File: src/sv/pid_pkg.sv
// Shared types, widths, register codes and arithmetic helpers of the PID controller.
package pid_pkg;

    // Datapath widths.
    localparam int DATA_W = 32;
    localparam int FRAC_W = 16;
    localparam int LIM_W  = DATA_W - 1;
    localparam int ERR_W  = DATA_W + 1;
    localparam int WIDE_W = DATA_W + 2;
    localparam int PROD_W = 2 * DATA_W + 2;
    localparam int DPROD_W = DATA_W + ERR_W;

    // Configuration register indexes.
    localparam int CFG_IDX_W = 3;
    localparam logic [CFG_IDX_W-1:0] REG_PROP_GAIN     = 3'd0;
    localparam logic [CFG_IDX_W-1:0] REG_INTEG_GAIN_DT = 3'd1;
    localparam logic [CFG_IDX_W-1:0] REG_DERIV_GAIN    = 3'd2;
    localparam logic [CFG_IDX_W-1:0] REG_TARGET_LIMIT  = 3'd3;
    localparam logic [CFG_IDX_W-1:0] REG_DEADBAND      = 3'd4;
    localparam logic [CFG_IDX_W-1:0] REG_ERROR_LIMIT   = 3'd5;
    localparam logic [CFG_IDX_W-1:0] REG_INTEG_LIMIT   = 3'd6;
    localparam logic [CFG_IDX_W-1:0] REG_DRIVE_LIMIT   = 3'd7;

    // Error queue geometry.
    localparam int Q_DEPTH = 2;
    localparam int Q_PTR_W = 1;
    localparam int Q_CNT_W = 2;

    typedef logic signed [DATA_W-1:0] data_t;
    typedef logic [LIM_W-1:0]         lim_t;

    // Input request.
    typedef struct packed {
        data_t setpoint;
        data_t measured;
        logic  clear_state;
    } sample_t;

    // Result request.
    typedef struct packed {
        data_t drive;
        logic  drive_clamped;
    } result_t;

    // Configuration registers.
    typedef struct packed {
        data_t prop_gain;
        data_t integ_gain_dt;
        data_t deriv_gain_per_dt;
        lim_t  target_limit;
        lim_t  deadband_width;
        lim_t  error_limit;
        lim_t  integ_limit;
        lim_t  drive_limit;
    } cfg_t;

    // Conditioned error handed from the front end to the back end.
    typedef struct packed {
        logic  clr;
        data_t err;
    } q_item_t;

    typedef struct packed {
        logic  hit;
        data_t value;
    } clamp_t;

    // Symmetric clamp of a wide signed value to +-lim.
    function automatic clamp_t clamp_sym(input logic signed [WIDE_W-1:0] x, input lim_t lim);
        logic signed [WIDE_W-1:0] hi;
        logic signed [WIDE_W-1:0] lo;
        clamp_t r;
        hi = $signed({{(WIDE_W-LIM_W){1'b0}}, lim});
        lo = -hi;
        if (x > hi)
        begin
            r.hit   = 1'b1;
            r.value = hi[DATA_W-1:0];
        end
        else if (x < lo)
        begin
            r.hit   = 1'b1;
            r.value = lo[DATA_W-1:0];
        end
        else
        begin
            r.hit   = 1'b0;
            r.value = x[DATA_W-1:0];
        end
        return r;
    endfunction

    // Round a fixed-point product to nearest, ties away from zero, then saturate.
    function automatic data_t round_sat(input logic signed [PROD_W-1:0] prod);
        logic signed [PROD_W-1:0] half;
        logic signed [PROD_W-1:0] sum;
        logic signed [PROD_W-1:0] q;
        logic signed [PROD_W-1:0] dmax;
        logic signed [PROD_W-1:0] dmin;
        data_t r;
        half = '0;
        half[FRAC_W-1] = 1'b1;
        if (prod[PROD_W-1])
        begin
            half = half - PROD_W'(1);
        end
        sum  = prod + half;
        q    = sum >>> FRAC_W;
        dmax = $signed({{(PROD_W-LIM_W){1'b0}}, {LIM_W{1'b1}}});
        dmin = -dmax - PROD_W'(1);
        if (q > dmax)
        begin
            r = dmax[DATA_W-1:0];
        end
        else if (q < dmin)
        begin
            r = dmin[DATA_W-1:0];
        end
        else
        begin
            r = q[DATA_W-1:0];
        end
        return r;
    endfunction

endpackage

File: src/sv/pid_queue.sv
// Two-entry queue that decouples the error front end from the control back end.
module pid_queue
    import pid_pkg::*;
(
    input  logic    clk,
    input  logic    rst_n,
    input  logic    push,
    input  q_item_t push_item,
    output logic    full,
    input  logic    pop,
    output logic    q_valid,
    output q_item_t q_item
);

    q_item_t              mem_reg [Q_DEPTH];
    logic [Q_PTR_W-1:0]   wr_ptr_reg;
    logic [Q_PTR_W-1:0]   rd_ptr_reg;
    logic [Q_CNT_W-1:0]   count_reg;
    logic [Q_CNT_W-1:0]   count_next;

    assign full    = (count_reg == Q_CNT_W'(Q_DEPTH));
    assign q_valid = (count_reg != '0);
    assign q_item  = mem_reg[rd_ptr_reg];

    // Occupancy follows pushes and pops.
    always_comb
    begin
        count_next = count_reg;
        if (push && !pop)
        begin
            count_next = count_reg + Q_CNT_W'(1);
        end
        else if (pop && !push)
        begin
            count_next = count_reg - Q_CNT_W'(1);
        end
    end

    // Pointers and count.
    always_ff @(posedge clk or negedge rst_n)
    begin
        if (!rst_n)
        begin
            wr_ptr_reg <= '0;
            rd_ptr_reg <= '0;
            count_reg  <= '0;
        end
        else
        begin
            count_reg <= count_next;
            if (push)
            begin
                wr_ptr_reg <= wr_ptr_reg + Q_PTR_W'(1);
            end
            if (pop)
            begin
                rd_ptr_reg <= rd_ptr_reg + Q_PTR_W'(1);
            end
        end
    end

    // Storage.
    always_ff @(posedge clk)
    begin
        if (push)
        begin
            mem_reg[wr_ptr_reg] <= push_item;
        end
    end

endmodule

File: config.mk
export PLATFORM = sky130hd
export DESIGN_NAME = pid_queue
export DESIGN_NICKNAME = d
export VERILOG_FILES = /design/src/sv/pid_pkg.sv /design/src/sv/pid_queue.sv
export SDC_FILE = /design/constraint.sdc
export NUM_CORES = 1
export LEC_CHECK = 0
export ABC_AREA = 1
export BUFFER_PORTS_ARGS = -buffer_cell sky130_fd_sc_hd__buf_2
export CORE_ASPECT_RATIO = 1.2
export CORE_MARGIN = 4
export CORE_UTILIZATION = 50
export DETAILED_ROUTE_END_ITERATION = 8
export GPL_TIMING_DRIVEN = 0
export PLACE_DENSITY = 0.76
export REMOVE_ABC_BUFFERS = 1
export SLEW_MARGIN = 20
export SYNTH_ARGS = -nofsm -noshare
export SYNTH_HDL_FRONTEND = slang
export SYNTH_SLANG_ARGS = --single-unit
export TNS_END_PERCENT = 100
File: constraint.sdc
create_clock -name clk -period 6.7 [get_ports clk]
set_input_delay 0.335 -clock clk [delete_from_list [all_inputs] [get_ports clk]]
set_output_delay 0.335 -clock clk [all_outputs]
set_load 0.005 [all_outputs]
### Yosys cells after proc, flatten, opt, wreduce, memory -nomap -nowiden

Memory sizes are Yosys's and may differ from the RTL's.
Cells that the tools add are included.

* input port bits: 37
* register bits after elaboration: 4
* output and inout port bits: 35
* memory bits (writable): 66
* memories kept: 1
* logic and storage cells: 19

* reduce and logical (&&, ||, !) cells: 6
* add/sub/neg operators: 4
* muxes and demuxes: 4
* equality and inequality tests: 1

Memories
* mem_reg: words 2, bits a word 33, rd ports 1, clocked after Yosys merged registers in 0, wr ports 1, RTL line pid_queue.sv:15 `q_item_t mem_reg [Q_DEPTH];`

Operators by type and width (count)
* 2-bit 2-to-1 mux: 2
* 2-bit nonzero test: 2
* 1-bit adder, second input constant: 2
* 2-bit by 1-bit adder with 2-bit output, second input constant: 1
* 2-bit == test, second input constant: 1
* 1-bit logical AND: 2
* 1-bit zero test: 2
* 1-bit 2-to-1 mux: 2
* 2-bit by 1-bit subtractor with 2-bit output, second input constant: 1

### Depth between registers and ports, before layout

* depth after elaboration: 4
* mapped depth: 7
* gate-level depth less buffers: 7

### Least setup slack after synthesis

No wires, ideal clock.

* path kind: flip-flop to flip-flop
* start point: reg wr_ptr_reg
* end point: mem mem_reg[0][0] (netlist name), enable pin
* clock period less this slack: 2230 ps
* path buffers: 0
* arrival time: 1806 ps
* stages on the path, launching flop included: 2
* path slack: 4470 ps
* cell sequence: dfrtp_1 -> nor2_1

RTL lines
* start, declared: RTL line pid_queue.sv:16 `logic [Q_PTR_W-1:0] wr_ptr_reg;`
* start signal, assigned: RTL line pid_queue.sv:53 `wr_ptr_reg <= wr_ptr_reg + Q_PTR_W'(1);`
* end, declared: RTL line pid_queue.sv:15

No word-level cell before the write port.

==> impl_metrics.toml <==
[timing]
worst_pin_slew_ns = 0.7403
period_minus_slack_ns = 2.129
rsz0062_at_grt = "false"
maxSlewViolCount = 0
max-slew-margin-rel_pct = 50.57
setup_viol = 0
period_share_pct = 31.78
fmax_mhz = 469.7
setup_tns_ns = 0
hold_viol = 0
fin_skew_ns = 0.004755

[detailed_routing]
remaining_drc_errors = 0
ant_nets = 0
vias_per_cell = 4.847
num_vias = 1333
wire_per_inst_um = 15.78
drt-initial-drc-count = 52
first_pass_iters = 4
wirelength_mm = 4.339

[critical_path]
cp.required_ns = 6.36
r2r_start = "wr_ptr_reg"
crit_path_cell_trace = "buf_16 > mux2_2 > buf_2"
worstSetupPathType = "reg2out"
worstRegToRegCells = 2
end_kind = "output pin"
critPathMaxFanout = 18
crit_path_top_delay_cell = "dfrtp_2"
critPathMaxStageDelay_ns = 0.75
timing.rr.end = "mem_reg[0][11]"
crit_arrival_ns = 1.79
reg2reg_slack_ns = 5.23
cp-start-kind = "flop"

[floorplanning]
initial_core_util_pct = 51.72
io_pins = 72
coreArea_sq_um = 5298
dieWidth_um = 75.58
row_count = 29
dieArea_sq_um = 6734
die_y_um = 89.10

[cells_and_area]
syn2layout_area_growth_pct = 21.32
final_common_cell = "buf_2"
drive_above_1_share_pct = 56.34
layout_common_cells = "buf_2, edfxtp_1, mux2_4"
largest_reg_flops = 66
final_area_sq_um = 3324
n_antenna_cell = 0
final_nets = 247

[pwr]
ir_drop_uv = 277.3
total_power_w = 0.001301
p_leak_nw = 1.382
pwr_density_cell_nw_per_um2 = 391.4

[clock_network]
htreeDepth = 3
clock_latency_ns = 0.32
cts_inserted_buffers = 9
root_buffer = "clkbuf_8"
clk_transition_reported_paths_ns = 0.07
clockBufferDepth = 2
clkSinkCount = 70
cts_resized = 0
cts_tree = "built"

[yosys]
postSynthCellCount = 128
synth.avg_cell_area_sq_um = 21.41
synth_top_area_cell = "edfxtp_1"
seq_area_frac_synth_pct = 75.98
synthDistinctLibCells = 14
synthTopCellsByArea = "edfxtp_1, mux2_4, dfrtp_1"
synth_top_area_share_pct = 72.33
synthesis.area_sq_um = 2740
ys_ff_latch = 70
yosys_warnings = 0

[global_route]
grt_usage_pct = 13.79
grt_pass1_vias = 1383
antenna_found_initial = 0
grt_max_degree = 34
grt_pass1_wl_mm = 6.444
overflow = 0

[placed_design]
port_buffers = 71
dpl.hpwl_mm = 2.967
placed_cell_area_sq_um = 3166
gp_congestion = 0.6897

[min_path]
hp-class = "in2reg"
min-delay-start = "push_item[3]"
hold_depth = 1
worst_hold_path.endpoint = "mem_reg[0][3]"

[status]
outcome = "complete, no violations"

[job]
drv_cap = 0
-- per-layer routing --
metal  GRT usage, %  vias up  part of all wire (%)
met5              0        -                     0
met4          9.062        0                   2.1
met2          23.17       39                    52
met3          3.487        7                   6.4
met1          15.23      644                    39
li1               -      643                     -
-- timing repair --
item,CTS,global route
buffers inserted,0,0
hold endpoints to repair,4,0
hold buffers,1,0
-- worst max path at each step --
stage,start,to,slack [ns],cells past startpoint
2_1_floorplan,wr_ptr_reg,mem_reg[0][0],4.47,1
3_3_place_gp,push,mem_reg[0][31],3.55,3
3_5_place_dp,rd_ptr_reg,q_item[18],4.88,3
4_1_cts,rd_ptr_reg,q_item[18],4.52,3
5_1_grt,rd_ptr_reg,q_item[18],4.47,3
6_report,rd_ptr_reg,q_item[18],4.57,3
-- cell usage after synthesis --
| cell type | count |
|---|---|
| edfxtp_1 | 66 |
| mux2_4 | 29 |
| inv_1 | 7 |
| nand2_1 | 6 |
| dfrtp_1 | 4 |
| mux2_2 | 4 |
| buf_12 | 3 |
| nor2_1 | 2 |
| xor2_1 | 2 |
| buf_6 | 1 |
| ha_1 | 1 |
| nand3_1 | 1 |
| nand4_1 | 1 |
| xnor2_1 | 1 |
-- worst max-delay path, delay by kind of cell (launching register included) --
kind | cells | cell delay, ns
muxes | 1 | 0.34
DFF | 1 | 0.75
buffers and inverters | 2 | 0.37
-- where the power goes --
group	internal [W]	switching (W)	total, W
registers	0.000583	0.0000573	0.000641
clock network	0.000132	0.000138	0.000269
logic	0.000237	0.000154	0.000391
-- stage by stage --
step | utilization [%] | cells | setup slack (ns) | hold slack (ns)
final | 62.75 | 275 | 4.571 | 0.1953
after global routing | 62.75 | 275 | 4.471 | 0.1710
after global placement | 58.55 | 257 | 3.555 | 0.1455
after detailed placement | 59.75 | 259 | 4.875 | 0.1459
after floorplan | - | 124 | 4.470 | 0.03941
after CTS | 62.75 | 275 | 4.519 | 0.1819
-- cells by family after synthesis --
kind of cell / synth area share, %
AND/OR/NAND/NOR: 1.507
multiplexers: 17.53
XOR/XNOR: 0.9591
buffers and inverters: 3.562
flip-flops: 75.98
adder cells (fa/ha/maj): 0.4565
-- area by class of cell --
type	instances	area [sq um]
clock inverter	2	10.01
sequential	70	2083
fill	402	1973
multi-input combinational	47	568.0
timing repair buffer	74	420.4
tap	62	77.57
inverter	7	26.28
clock buffer	13	138.9
(Power assumes the default switching activity.)
