<file path="config.mk">
export PLATFORM = sky130hd
export DESIGN_NAME = pid_front
export DESIGN_NICKNAME = d
export VERILOG_FILES = /design/src/sv/pid_pkg.sv /design/src/sv/pid_front.sv
export SDC_FILE = /design/constraint.sdc
export NUM_CORES = 1
export LEC_CHECK = 0
export ABC_AREA = 1
export BUFFER_PORTS_ARGS = -buffer_cell sky130_fd_sc_hd__buf_2
export CAP_MARGIN = 20
export CORE_MARGIN = 2
export CORE_UTILIZATION = 40
export CTS_CLUSTER_DIAMETER = 60
export DETAILED_ROUTE_END_ITERATION = 10
export PLACE_DENSITY = 0.66
export SKIP_CTS_REPAIR_TIMING = 1
export SLEW_MARGIN = 20
export SYNTH_ARGS = -nofsm -noshare
export SYNTH_HDL_FRONTEND = slang
export SYNTH_SLANG_ARGS = --single-unit
</file>
<file path="constraint.sdc">
create_clock -name clk -period 7.85 [get_ports clk]
set_clock_uncertainty 0.1 [all_clocks]
set_input_delay 0.3925 -clock clk [delete_from_list [all_inputs] [get_ports clk]]
set_output_delay 0.3925 -clock clk [all_outputs]
set_load 0.01 [all_outputs]
</file>
<file path="src/sv/pid_pkg.sv">
// Shared types, widths, register codes and arithmetic helpers of the PID controller.
package pid_pkg;

    // Datapath widths.
    localparam int DATA_W = 32;
    localparam int FRAC_W = 16;
    localparam int LIM_W  = DATA_W - 1;
    localparam int ERR_W  = DATA_W + 1;
    localparam int WIDE_W = DATA_W + 2;
    localparam int PROD_W = 2 * DATA_W + 2;
    localparam int DPROD_W = DATA_W + ERR_W;

    // Configuration register indexes.
    localparam int CFG_IDX_W = 3;
    localparam logic [CFG_IDX_W-1:0] REG_PROP_GAIN     = 3'd0;
    localparam logic [CFG_IDX_W-1:0] REG_INTEG_GAIN_DT = 3'd1;
    localparam logic [CFG_IDX_W-1:0] REG_DERIV_GAIN    = 3'd2;
    localparam logic [CFG_IDX_W-1:0] REG_TARGET_LIMIT  = 3'd3;
    localparam logic [CFG_IDX_W-1:0] REG_DEADBAND      = 3'd4;
    localparam logic [CFG_IDX_W-1:0] REG_ERROR_LIMIT   = 3'd5;
    localparam logic [CFG_IDX_W-1:0] REG_INTEG_LIMIT   = 3'd6;
    localparam logic [CFG_IDX_W-1:0] REG_DRIVE_LIMIT   = 3'd7;

    // Error queue geometry.
    localparam int Q_DEPTH = 2;
    localparam int Q_PTR_W = 1;
    localparam int Q_CNT_W = 2;

    typedef logic signed [DATA_W-1:0] data_t;
    typedef logic [LIM_W-1:0]         lim_t;

    // Input request.
    typedef struct packed {
        data_t setpoint;
        data_t measured;
        logic  clear_state;
    } sample_t;

    // Result request.
    typedef struct packed {
        data_t drive;
        logic  drive_clamped;
    } result_t;

    // Configuration registers.
    typedef struct packed {
        data_t prop_gain;
        data_t integ_gain_dt;
        data_t deriv_gain_per_dt;
        lim_t  target_limit;
        lim_t  deadband_width;
        lim_t  error_limit;
        lim_t  integ_limit;
        lim_t  drive_limit;
    } cfg_t;

    // Conditioned error handed from the front end to the back end.
    typedef struct packed {
        logic  clr;
        data_t err;
    } q_item_t;

    typedef struct packed {
        logic  hit;
        data_t value;
    } clamp_t;

    // Symmetric clamp of a wide signed value to +-lim.
    function automatic clamp_t clamp_sym(input logic signed [WIDE_W-1:0] x, input lim_t lim);
        logic signed [WIDE_W-1:0] hi;
        logic signed [WIDE_W-1:0] lo;
        clamp_t r;
        hi = $signed({{(WIDE_W-LIM_W){1'b0}}, lim});
        lo = -hi;
        if (x > hi)
        begin
            r.hit   = 1'b1;
            r.value = hi[DATA_W-1:0];
        end
        else if (x < lo)
        begin
            r.hit   = 1'b1;
            r.value = lo[DATA_W-1:0];
        end
        else
        begin
            r.hit   = 1'b0;
            r.value = x[DATA_W-1:0];
        end
        return r;
    endfunction

    // Round a fixed-point product to nearest, ties away from zero, then saturate.
    function automatic data_t round_sat(input logic signed [PROD_W-1:0] prod);
        logic signed [PROD_W-1:0] half;
        logic signed [PROD_W-1:0] sum;
        logic signed [PROD_W-1:0] q;
        logic signed [PROD_W-1:0] dmax;
        logic signed [PROD_W-1:0] dmin;
        data_t r;
        half = '0;
        half[FRAC_W-1] = 1'b1;
        if (prod[PROD_W-1])
        begin
            half = half - PROD_W'(1);
        end
        sum  = prod + half;
        q    = sum >>> FRAC_W;
        dmax = $signed({{(PROD_W-LIM_W){1'b0}}, {LIM_W{1'b1}}});
        dmin = -dmax - PROD_W'(1);
        if (q > dmax)
        begin
            r = dmax[DATA_W-1:0];
        end
        else if (q < dmin)
        begin
            r = dmin[DATA_W-1:0];
        end
        else
        begin
            r = q[DATA_W-1:0];
        end
        return r;
    endfunction

endpackage

</file>
<file path="src/sv/pid_front.sv">
// Front end: accepts sample requests and conditions the error (target clamp, deadband, clamp).
module pid_front
    import pid_pkg::*;
(
    input  logic    clk,
    input  logic    rst_n,
    input  cfg_t    cfg,
    input  logic    sample_valid,
    output logic    sample_stall,
    input  sample_t sample,
    input  logic    q_full,
    output logic    push,
    output q_item_t push_item
);

    logic                    v1_reg;
    logic                    clr1_reg;
    logic signed [ERR_W-1:0] err1_reg;
    logic                    v2_reg;
    logic                    clr2_reg;
    logic signed [ERR_W-1:0] err2_reg;

    logic                    adv1;
    logic                    adv2;
    clamp_t                  tgt;
    logic signed [ERR_W-1:0] err1_next;
    logic signed [ERR_W-1:0] db;
    logic signed [ERR_W-1:0] err2_next;
    clamp_t                  err_clamp;

    // Stage flow: each stage moves when empty or when its content moves on.
    assign adv2         = !v2_reg || !q_full;
    assign adv1         = !v1_reg || adv2;
    assign sample_stall = !adv1;

    // First stage: clamp the target and form the raw error.
    always_comb
    begin
        tgt       = clamp_sym(WIDE_W'(sample.setpoint), cfg.target_limit);
        err1_next = ERR_W'(tgt.value) - ERR_W'(sample.measured);
    end

    // Second stage: remove the deadband toward zero.
    always_comb
    begin
        db = $signed({{(ERR_W-LIM_W){1'b0}}, cfg.deadband_width});
        if (err1_reg > db)
        begin
            err2_next = err1_reg - db;
        end
        else if (err1_reg < -db)
        begin
            err2_next = err1_reg + db;
        end
        else
        begin
            err2_next = '0;
        end
    end

    // Error clamp on the way into the queue.
    always_comb
    begin
        err_clamp      = clamp_sym(WIDE_W'(err2_reg), cfg.error_limit);
        push           = v2_reg && !q_full;
        push_item.clr  = clr2_reg;
        push_item.err  = err_clamp.value;
    end

    // Stage valid bits.
    always_ff @(posedge clk or negedge rst_n)
    begin
        if (!rst_n)
        begin
            v1_reg <= 1'b0;
            v2_reg <= 1'b0;
        end
        else
        begin
            if (adv1)
            begin
                v1_reg <= sample_valid;
            end
            if (adv2)
            begin
                v2_reg <= v1_reg;
            end
        end
    end

    // Stage payloads.
    always_ff @(posedge clk)
    begin
        if (adv1)
        begin
            clr1_reg <= sample.clear_state;
            err1_reg <= err1_next;
        end
        if (adv2)
        begin
            clr2_reg <= clr1_reg;
            err2_reg <= err2_next;
        end
    end

endmodule

</file>
* After elaboration in Yosys (flattened, before gate mapping)
Index checks and enable logic that the tools add are counted.
Operators by class: reductions and logical operators 7, $lt $le $gt $ge 6, add/subtract/negate cells 6, muxes and demuxes 6
Operator list (count):
- two-way mux 32 bit | 4
- negator 31 -> 34 bit | 2
- > comparator 33 x 32 -> 1 bit | 2
- two-way mux 33 bit | 2
- < comparator 32 x 34 -> 1 bit | 1
- < comparator 33 x 34 -> 1 bit | 1
- adder 33 x 32 -> 33 bit | 1
- < comparator 33 bit | 1
- negator 31 -> 33 bit | 1
- subtractor 32 x 32 -> 33 bit | 1
- subtractor 33 x 32 -> 33 bit | 1
- > comparator 32 bit | 1
- logical NOT 1 bit | 4
- logical OR 1 bit | 2
- logical AND 1 bit | 1
Word-level totals: word-level logic and storage cells 31, output and inout bits 35, flip-flop bits (word level) 70, input bits 320

* Logic depth before layout (Yosys ltp)
depth in word-level cells 5, depth in mapped cells 36, mapped depth without buffers 36

* Worst setup path after synthesis
Ideal clock, no wire load.
kind input to register, start input cfg[125] in the netlist's numbering, end register err1_reg[26] (data pin), setup slack 3.183 ns, buffers on the path 1, data arrival time 4.309 ns, required time 7.491 ns, library setup time 0.259 ns, stages 31, cell sequence inv_1 > ha_1 > nand2_2 > nor3_4 > nand4_1 > nor3_1 > nand3_1 > nor3_1 > ha_1 > nand2_1 > nor2_1 > nand2_1 > nor2_1 > nand2_1 > nand2_1 > nor2_1 > nand2_1 > nand2_1 > clkbuf_1 > nand3_1 > nand3_1 > o21ai_0 > fa_1 > nand3_1 > nand2_1 > a21oi_1 > o21ai_0 > a21oi_1 > o21ai_0 > nand2_1 > nand2_1
Between the ends: longest elaborated chain between the ends 5, elaborated cells between the ends (all ways) 6, classes of those cells add/sub: 2; order compare: 2; mux: 2
Ends and longest elaborated chain:
- from (decl) | RTL line pid_front.sv:7 | input cfg_t cfg,
- negator 31 -> 34 bit | RTL line pid_pkg.sv:74 | lo = -hi;
- < comparator 32 x 34 -> 1 bit | RTL line pid_pkg.sv:80 | else if (x < lo)
- two-way mux 32 bit | RTL line pid_pkg.sv:80
- two-way mux 32 bit (*) | RTL line pid_pkg.sv:75 | if (x > hi)
- subtractor 32 x 32 -> 33 bit (*) | RTL line pid_front.sv:40 | err1_next = ERR_W'(tgt.value) - ERR_W'(sample.measured);
- named net err1_next[26] | RTL line pid_front.sv:26 | logic signed [ERR_W-1:0] err1_next;
- to (signal assigned) | RTL line pid_front.sv:97 | err1_reg <= err1_next;
- to (decl) | RTL line pid_front.sv:18 | logic signed [ERR_W-1:0] err1_reg;
Mark *: on every way through the listed nets, which the timed path passes. The rest lies on a longest branch. A chain may end at the register's enable or synchronous reset.

* Worst setup path in the final report
Same ends and word-level chain as after synthesis.

==> flow_summary.toml <==
[setup_path]
cpMostUsedCell = "nand2_1"
critPathLaunchType = "input port"
crit_path_end_kind = "flop"
critPathArrivalTime_ns = 5.85
required_ns = 7.84
cp_slowest_stage_delay_ns = 0.70
critPathSlowestCell = "o21ai_0"
cp_max_fo = 31
crit_type = "input port to flop"

[sta]
timing.fmax_ghz = 0.1705
timing.final.crit_share = 0.7470
slew_headroom = 0.4317
setup_viol = 0
setup_tns_ns = 0
worst_pin_slew_ns = 0.8436
drv_slew = 0
layout_min_cycle_time_ns = 5.864
hold_violations = 0
rsz0062_at_grt = "false"

[synthesis]
avgSynthCellArea_um2 = 6.056
async_flop_share = 0.02857
ys_ff_latch = 70
ys.warnings.count = 0
syn_inst = 2728
ys.flop_type = "edfxtp_1"
ys_seq_area_frac = 0.1266
synthDistinctLibCells = 52
synth.cell_area_um2 = 16520
syn-num-nets = 3308
synth_edf_count = 68

[cts]
cts_tree = "yes"
numCtsBuffers = 9
cts_root_buf = "clkbuf_16"
clockBufferDepth = 2
clk_latency_ns = 0.35
cts.sinks = 70
clk_pin_slew_ns = 0.06
cts_max_level = 3

[layout]
fin_area_um2 = 18240
stdcell_count = 3427
nNetsFinal = 3467
multi_input_area_um2 = 12530
syn_to_final_growth_pct = 10.37
n_fill_cell = 4349
drive_gt1_frac = 0.08887
register_area_um2 = 2092

[pwr]
totalPowerFinal_mw = 4.185
p_leak_nw = 9.810
powerDensity_nw_per_um2 = 229.5
ir_drop_v = 0.0001208

[worst_hold_path]
timing.hold.worst.class = "input port to flop"

[drt]
viasPerCell = 5.383
wl_per_cell_um = 16.60
dr.pass1.iters = 5
antenna_left = 0
via_count = 18448
drtIter0Drc = 1571
drc = 0
drt_wl_total_um = 56890

[flow_run]
cap_violations = 0

[placed_design]
gp_congestion = 1.008
dpl.hpwl_um = 48380
place_inst = 3407
place_area_um2 = 17910
port-buffer-count = 196

[die]
coreArea_um2 = 40830
rows = 74
num_io_pins = 355
fp.dieArea_um2 = 42950
initial_core_util = 0.4046
die_h_um = 207.2
die_w_um = 207.2

[grt]
grt_pass1_vias = 18001
grt_max_degree = 37
gr-usage-all-layers = 0.2590
antenna_found_initial = 8
grt_pass1_wl_um = 91270
grt.overflow.total = 0

[outcome]
status = "finished clean"
## worst paths after layout
path,from,to,slack (ns),depth (start not counted)
min in group asynchronous,rst_n,v2_reg,0.25,2
max in group asynchronous,rst_n,v1_reg,7.31,2
min reg2reg,clr1_reg,clr2_reg,0.33,0
max,cfg[125],err1_reg[26],1.99,32
max reg2reg,err1_reg[6],err2_reg[26],4.25,9
min,sample[0],clr1_reg,0.11,1
## cells by family after synthesis
kind of cell / count (synthesis) / synth area share
compound gates: 384 / 0.1263
flops: 70 / 0.1266
simple gates: 1412 / 0.3668
fa+ha+maj: 260 / 0.1983
xor+xnor: 126 / 0.06725
buf+inv: 476 / 0.1148
## power breakdown
group	switching (mW)	leakage [nW]	internal [mW]
clock network	0.158	0.151	0.276
logic	1.96	8.94	1.02
registers	0.154	0.722	0.617
## per-stage QoR
step / hold WS (ns) / setup WS [ns] / util
after floorplan: -0.003091 / 3.183 / -
after global placement: 0.07818 / 1.829 / 0.4387
after detailed placement: 0.08045 / 1.726 / 0.4387
after CTS: -0.2954 / 2.071 / 0.4462
after global routing: 0.1111 / 1.416 / 0.4465
final: 0.1108 / 1.986 / 0.4466
## Yosys cell counts, types with 5 or more instances
cell / instances / area share
a21o_1: 18 / 0.0082
a21oi_1: 193 / 0.058
a31oi_1: 5 / 0.0019
buf_2: 40 / 0.012
buf_4: 5 / 0.0023
buf_6: 5 / 0.0034
clkbuf_1: 5 / 0.0011
edfxtp_1: 68 / 0.12
ha_1: 257 / 0.19
inv_1: 406 / 0.092
inv_2: 7 / 0.0016
nand2_1: 706 / 0.16
nand2_2: 6 / 0.0023
nand3_1: 285 / 0.086
nand3b_1: 7 / 0.0032
nand4_1: 46 / 0.017
nor2_1: 274 / 0.062
nor2_2: 6 / 0.0023
nor3_1: 49 / 0.015
nor4_1: 8 / 0.0030
o211ai_1: 6 / 0.0027
o21a_1: 16 / 0.0073
o21ai_0: 114 / 0.035
o21ai_1: 10 / 0.0030
o21bai_1: 9 / 0.0041
xnor2_1: 10 / 0.0053
xor2_1: 115 / 0.061
## area by class of cell
type,instances,share of cell area
Sequential cell,70,0.1147
Multi-Input combinational cell,2182,0.6873
Clock inverter,5,0.004048
Antenna cell,3,0.0004117
Clock buffer,11,0.01276
Tap cell,532,0.03650
Timing Repair Buffer,206,0.05805
Inverter,418,0.08618
## worst max-delay path, delay by kind of cell
kind | cells | cell delay (ns)
and+or+nand+nor | 21 | 2.50
adders and majority gates | 3 | 0.90
buffers and inverters | 3 | 0.56
AOI/OAI and AO/OA | 5 | 1.48
## layout by cell type (no fill, tap or decap), types with 5 or more instances in the layout
cell type / synthesis / routed
nand2_2: 6 / 6
inv_2: 7 / 7
o21bai_1: 9 / 9
nor2_2: 6 / 6
o21ai_1: 10 / 10
nand2_1: 706 / 706
nand3_1: 285 / 285
o21ai_0: 114 / 114
nand4_1: 46 / 46
xor2_1: 115 / 115
edfxtp_1: 68 / 68
buf_4: 5 / 9
xnor2_1: 10 / 10
nor4_1: 8 / 8
inv_1: 406 / 406
clkbuf_16: 0 / 9
ha_1: 257 / 257
a21oi_1: 193 / 193
nor2_1: 274 / 274
o21a_1: 16 / 16
nor3_1: 49 / 49
buf_2: 40 / 196
clkinv_1: 4 / 5
a31oi_1: 5 / 5
o211ai_1: 6 / 6
nand3b_1: 7 / 7
a21o_1: 18 / 18
## layer usage
metal	vias to the layer above	global-route usage	wire (um)
li1	9272	-	-
met1	8413	0.3205	24450
met2	624	0.4566	27090
met3	129	0.02708	2980
met4	10	0.1089	2298
met5	-	0	62
Note: power is estimated with default switching activity, not from simulation.
